--- src/hdl/gtht_pkg.sv ---
// Shared types, codes and constants for the generation-tagged handle table.
package gtht_pkg;

  localparam int HANDLE_SLOTS_DEF = 1024;
  localparam int TABLE_ROWS_DEF   = 64;
  localparam int HANDLE_W         = 10;
  localparam int GEN_W            = 64;
  localparam int CAP_W            = 7;
  localparam int RESULT_LIMIT     = 64;
  localparam int MARK_W           = 4;

  // operation codes
  localparam logic [2:0] OP_OPEN   = 3'd0;
  localparam logic [2:0] OP_ATTACH = 3'd1;
  localparam logic [2:0] OP_DETACH = 3'd2;
  localparam logic [2:0] OP_CLOSE  = 3'd3;
  localparam logic [2:0] OP_CHECK  = 3'd4;
  localparam logic [2:0] OP_COMPL  = 3'd5;
  localparam logic [2:0] OP_SNAP   = 3'd6;

  // status codes
  localparam logic [1:0] ST_OK     = 2'd0;
  localparam logic [1:0] ST_INVAL  = 2'd1;
  localparam logic [1:0] ST_NOROOM = 2'd2;

  localparam logic [1:0] KIND_ACCEPT  = 2'd0;
  localparam logic [1:0] KIND_READ    = 2'd1;
  localparam logic [1:0] KIND_WRITE   = 2'd2;
  localparam logic [1:0] KIND_INVALID = 2'd3;

  // row read address select
  localparam logic [1:0] RSEL_MAP  = 2'd0;
  localparam logic [1:0] RSEL_TAIL = 2'd1;
  localparam logic [1:0] RSEL_SCAN = 2'd2;

  typedef struct packed {
    logic [2:0]          operation;
    logic [HANDLE_W-1:0] handle;
    logic [1:0]          kind;
    logic [GEN_W-1:0]    check_generation;
    logic                snap_interest;
    logic [CAP_W-1:0]    max_rows;
  } in_word_t;

  typedef struct packed {
    logic [1:0]          status;
    logic                answer;
    logic                row_valid;
    logic [HANDLE_W-1:0] row_handle;
    logic [GEN_W-1:0]    row_generation;
    logic                row_accept;
    logic                row_read;
    logic                row_write;
    logic                last;
  } out_word_t;

  // marks: bit0 accept, bit1 read, bit2 write, bit3 open
  typedef struct packed {
    logic [HANDLE_W-1:0] handle;
    logic [GEN_W-1:0]    gen;
    logic [MARK_W-1:0]   marks;
  } row_t;

  typedef struct packed {
    logic       clear;
    logic       latch;
    logic       map_rd;
    logic       row_rd;
    logic [1:0] row_sel;
    logic       eval;
    logic       move;
    logic       scan_skip;
    logic       scan_take;
    logic       scan_fin;
  } ctrl_cmd_t;

  typedef struct packed {
    logic [2:0] op;
    logic       clear_last;
    logic       need_move;
    logic       out_free;
    logic       scan_more;
    logic       scan_hit;
    logic       pend_valid;
  } dp_stat_t;

endpackage

--- src/hdl/gtht_ctrl.sv ---
// Sequencer for the handle table: steps each operation through the datapath.
module gtht_ctrl (
  input  logic                  clk,
  input  logic                  rst_n,
  input  logic                  in_valid,
  output logic                  in_ready,
  input  gtht_pkg::dp_stat_t    stat,
  output gtht_pkg::ctrl_cmd_t   cmd
);
  import gtht_pkg::*;

  localparam logic [3:0] S_IDLE     = 4'd0;
  localparam logic [3:0] S_MAP      = 4'd1;
  localparam logic [3:0] S_ROWRD    = 4'd2;
  localparam logic [3:0] S_EVAL     = 4'd3;
  localparam logic [3:0] S_TAIL     = 4'd4;
  localparam logic [3:0] S_MOVE     = 4'd5;
  localparam logic [3:0] S_SCAN_RD  = 4'd6;
  localparam logic [3:0] S_SCAN_CK  = 4'd7;
  localparam logic [3:0] S_SCAN_FIN = 4'd8;
  localparam logic [3:0] S_CLEAR    = 4'd9;

  logic [3:0] state_r, state_nxt;

  assign in_ready = (state_r == S_IDLE);

  // next state and commands
  always_comb begin
    state_nxt   = state_r;
    cmd         = '0;
    cmd.row_sel = RSEL_MAP;
    unique case (state_r)
      S_CLEAR: begin
        cmd.clear = 1'b1;
        if (stat.clear_last) begin
          state_nxt = S_IDLE;
        end
      end
      S_IDLE: begin
        if (in_valid) begin
          cmd.latch = 1'b1;
          state_nxt = S_MAP;
        end
      end
      S_MAP: begin
        cmd.map_rd = 1'b1;
        if (stat.op == OP_SNAP) begin
          state_nxt = S_SCAN_RD;
        end else begin
          state_nxt = S_ROWRD;
        end
      end
      S_ROWRD: begin
        cmd.row_rd  = 1'b1;
        cmd.row_sel = RSEL_MAP;
        state_nxt   = S_EVAL;
      end
      S_EVAL: begin
        if (stat.out_free) begin
          cmd.eval  = 1'b1;
          state_nxt = stat.need_move ? S_TAIL : S_IDLE;
        end
      end
      S_TAIL: begin
        cmd.row_rd  = 1'b1;
        cmd.row_sel = RSEL_TAIL;
        state_nxt   = S_MOVE;
      end
      S_MOVE: begin
        cmd.move  = 1'b1;
        state_nxt = S_IDLE;
      end
      S_SCAN_RD: begin
        if (stat.scan_more) begin
          cmd.row_rd  = 1'b1;
          cmd.row_sel = RSEL_SCAN;
          state_nxt   = S_SCAN_CK;
        end else begin
          state_nxt = S_SCAN_FIN;
        end
      end
      S_SCAN_CK: begin
        if (!stat.scan_hit) begin
          cmd.scan_skip = 1'b1;
          state_nxt     = S_SCAN_RD;
        end else if (!stat.pend_valid || stat.out_free) begin
          cmd.scan_take = 1'b1;
          state_nxt     = S_SCAN_RD;
        end
      end
      S_SCAN_FIN: begin
        if (!stat.pend_valid) begin
          state_nxt = S_IDLE;
        end else if (stat.out_free) begin
          cmd.scan_fin = 1'b1;
          state_nxt    = S_IDLE;
        end
      end
      default: begin
        state_nxt = S_IDLE;
      end
    endcase
  end

  always_ff @(posedge clk) begin
    if (!rst_n) begin
      state_r <= S_CLEAR;
    end else begin
      state_r <= state_nxt;
    end
  end

endmodule

--- config.mk ---
export PLATFORM = sky130hd
export DESIGN_NAME = gtht_ctrl
export DESIGN_NICKNAME = d
export VERILOG_FILES = /design/src/hdl/gtht_pkg.sv /design/src/hdl/gtht_ctrl.sv
export SDC_FILE = /design/constraint.sdc
export NUM_CORES = 1
export LEC_CHECK = 0
export ABC_CLOCK_PERIOD_IN_PS = 1490
export BUFFER_PORTS_ARGS = -buffer_cell sky130_fd_sc_hd__buf_2
export CAP_MARGIN = 0
export CORE_AREA = 5 5 42 44
export DETAILED_ROUTE_END_ITERATION = 6
export DIE_AREA = 0 0 47 49
export GPL_TIMING_DRIVEN = 1
export PLACE_DENSITY_LB_ADDON = 0.3
export RECOVER_POWER = 50
export SLEW_MARGIN = 25
export SYNTH_ARGS = -nofsm -noshare
export SYNTH_HDL_FRONTEND = slang
export SYNTH_SLANG_ARGS = --single-unit
--- constraint.sdc ---
create_clock -name clk -period 1.49 [get_ports clk]
set_input_delay 0.2235 -clock clk [delete_from_list [all_inputs] [get_ports clk]]
set_output_delay 0.2235 -clock clk [all_outputs]
set_load 0.005 [all_outputs]
==> flow_summary.ini <==
[yosys]
synth_warnings = 0
synthFlopType = dfxtp_1
synth_edf_count = 0
ys_seq_elements = 4
async_reset_ff_share_pct = 0
yosysSeqAreaShare_pct = 20.4
syn_area_per_cell_um2 = 7.02
synth_commonest_cells = nor2_1 (10), nand2_1 (7)
syn-instance-count = 56
synth_area_um2 = 393
yosysMostFrequentCell = nor2_1
synth_nets = 68
synthTopCellsByArea = dfxtp_1 (20%), nor2_1 (9.6%), nand2_1 (6.7%)
yosys.area.top_type = dfxtp_1
synthDistinctLibCells = 27
yosysTopAreaCellShare_pct = 20.4

[routing]
vias = 500
drtPass1Iterations = 4
drtIter0Drc = 14
wl_per_cell_um = 12.6
drc = 0
viasPerCell = 5.10
ant_nets = 0
wl_um = 1230

[global_routing]
grt_pass1_wl_um = 1950
track_usage_pct = 11.1
antenna_found_initial = 0
overflow = 0
grt_start_max_net_pins = 12
grt_pass1_vias = 474

[timing]
max_freq_mhz = 691
fin_tns_setup_ns = 0
rsz0062_at_grt = true
relSlewSlack_pct = 78.0
hold_viol = 0
worstMarginPinSlew_ns = 0.329
final_max_slew_viol_count = 0
finalSetupViolations = 0
period_share_pct = 97.2
finClkSkew_ns = 0.00332
period_minus_slack_ns = 1.45

[power_and_ir_drop]
swShare_pct = 33.6
p_seq_share_pct = 32.0
pwr-share-clk_pct = 30.8
switchingPower_w = 0.000147
ir_drop_uv = 280
pwr-share-comb_pct = 37.3
p_leak_nw = 0.286
p_int_w = 0.000290
powerDensity_nw_per_um2 = 742

[outcome]
outcome = finished, final reports clean

[layout]
reg_top3 = state_r x4
diodes = 0
syn2layout_area_growth_pct = 50.0
drive_above_1_share_pct = 48.8
nNetsFinal = 96
final_cell_area_um2 = 589
num-fill-cells = 159
largest_reg_flops = 4
fin_util_pct = 42.1
register_area_um2 = 85.1
regMostFlops = state_r
multi_input_area_um2 = 302

[placement]
port_buffers = 23
post-dp-hpwl_um = 988
place_area_um2 = 527
gp_congestion = 0.807

[clock_tree]
cts_hold_buf = 0
cts_tree = built
cts_root_buf = clkbuf_4
clk_latency_ns = 0.23
cts.clk_slew.worst_paths_ns = 0.04
numClockSinks = 4
clock_path_buffers = 2
h-tree-depth = 1
cts-buffers-inserted = 3

[critical_path]
crit_type = flop to primary output
start_kind = flop
rrSetupSlack_ns = 0.08
endpoint_kind = primary output
crit_arrival_ns = 1.22
required_ns = 1.27
path_max_fanout = 5

[floorplanning]
fp-row-count = 14
die_h_um = 49
io_pins = 24
fp.dieW_um = 47
initial_core_util_pct = 28.0
dieArea_um2 = 2300
coreArea_um2 = 1400

[min_path]
min_path_type = input pin to flop

[job]
cap_violations = 0
-- cells by family after synthesis --
family                 share of synthesized area (%)
multiplexers                                    2.55
buffers and inverters                           7.96
AND/OR/NAND/NOR                                 43.0
flip-flops                                      20.4
AO/OA/AOI/OAI                                   26.1
-- cells in the final DEF, fill, tap and decap left out, drive strengths merged --
cell type	synthesis	final
dfxtp	4	4
mux2i	1	1
nand4b	1	1
and3	1	1
o211ai	1	1
a21o	1	1
clkbuf	1	3
a31oi	1	1
o21ai	1	1
or3b	2	2
inv	4	4
nor4b	1	1
nand2b	4	4
o2111ai	1	1
a21oi	1	1
o221ai	1	1
buf	2	26
a211oi	2	2
nand2	7	7
nor2	10	10
o32ai	2	2
or2	1	1
nor3	4	4
nor4bb	1	1
o311a	1	1
-- final timing paths --
| kind | depth (start not counted) | start | endpoint |
|---|---|---|---|
| worst min-delay path | 2 | rst_n | state_r[0]$_SDFFE_PN1P_ |
| worst max-delay path | 4 | state_r[3]$_SDFFE_PN1P_ | cmd[1] |
| worst min register to register | 3 | state_r[1]$_SDFFE_PN0P_ | state_r[1]$_SDFFE_PN0P_ |
| worst max register to register | 4 | state_r[2]$_SDFFE_PN0P_ | state_r[0]$_SDFFE_PN1P_ |
-- metal layers --
| layer | wire (um) | global-route usage [%] | share of wire [%] |
|---|---|---|---|
| met5 | 0 | 0 | 0 |
| met4 | 14 | 4.15 | 1.1 |
| met3 | 174 | 2.58 | 14 |
| met2 | 564 | 17.0 | 46 |
| met1 | 481 | 14.7 | 39 |
-- through the flow --
step                      hold slack (ns)  std cells  worst slack [ns]  total power, W
after floorplan                     0.302         56             0.136        0.000229
after global placement              0.449         94            0.0590        0.000285
after detailed placement            0.456         94            0.0637        0.000284
after CTS                           0.214         97           -0.0175        0.000425
after global routing                0.206         98           -0.0315        0.000479
final                               0.219         98            0.0419        0.000437
-- cell type report --
class,instances,area share [%]
clock buffer,3,3.82
sequential,4,14.4
multi-input combinational,45,51.2
inverter,4,2.55
tap,16,3.40
timing repair buffer,26,24.6
-- critical path: stages (launching register included) --
cell	delay, ns
dfxtp_2	0.32
buf_6	0.12
nand4b_1	0.22
a211oi_1	0.19
buf_2	0.14
-- repair_timing --
item / in CTS / in global routing
endpoints found under the hold margin: 0 / 0
buffers inserted: 0 / 1
gates resized for setup: 3 / 9
setup endpoints to repair: 3 / 7
-- power groups by stage --
stage / Clock, W / Combinational (W) / Sequential (W)
floorplan: 0 / 0.000104 / 0.000125
global placement: 0 / 0.000150 / 0.000136
detailed placement: 0 / 0.000148 / 0.000136
CTS: 0.000137 / 0.000152 / 0.000136
global route: 0.000157 / 0.000180 / 0.000142
finish: 0.000134 / 0.000163 / 0.000140
(Power assumes the default switching activity.)
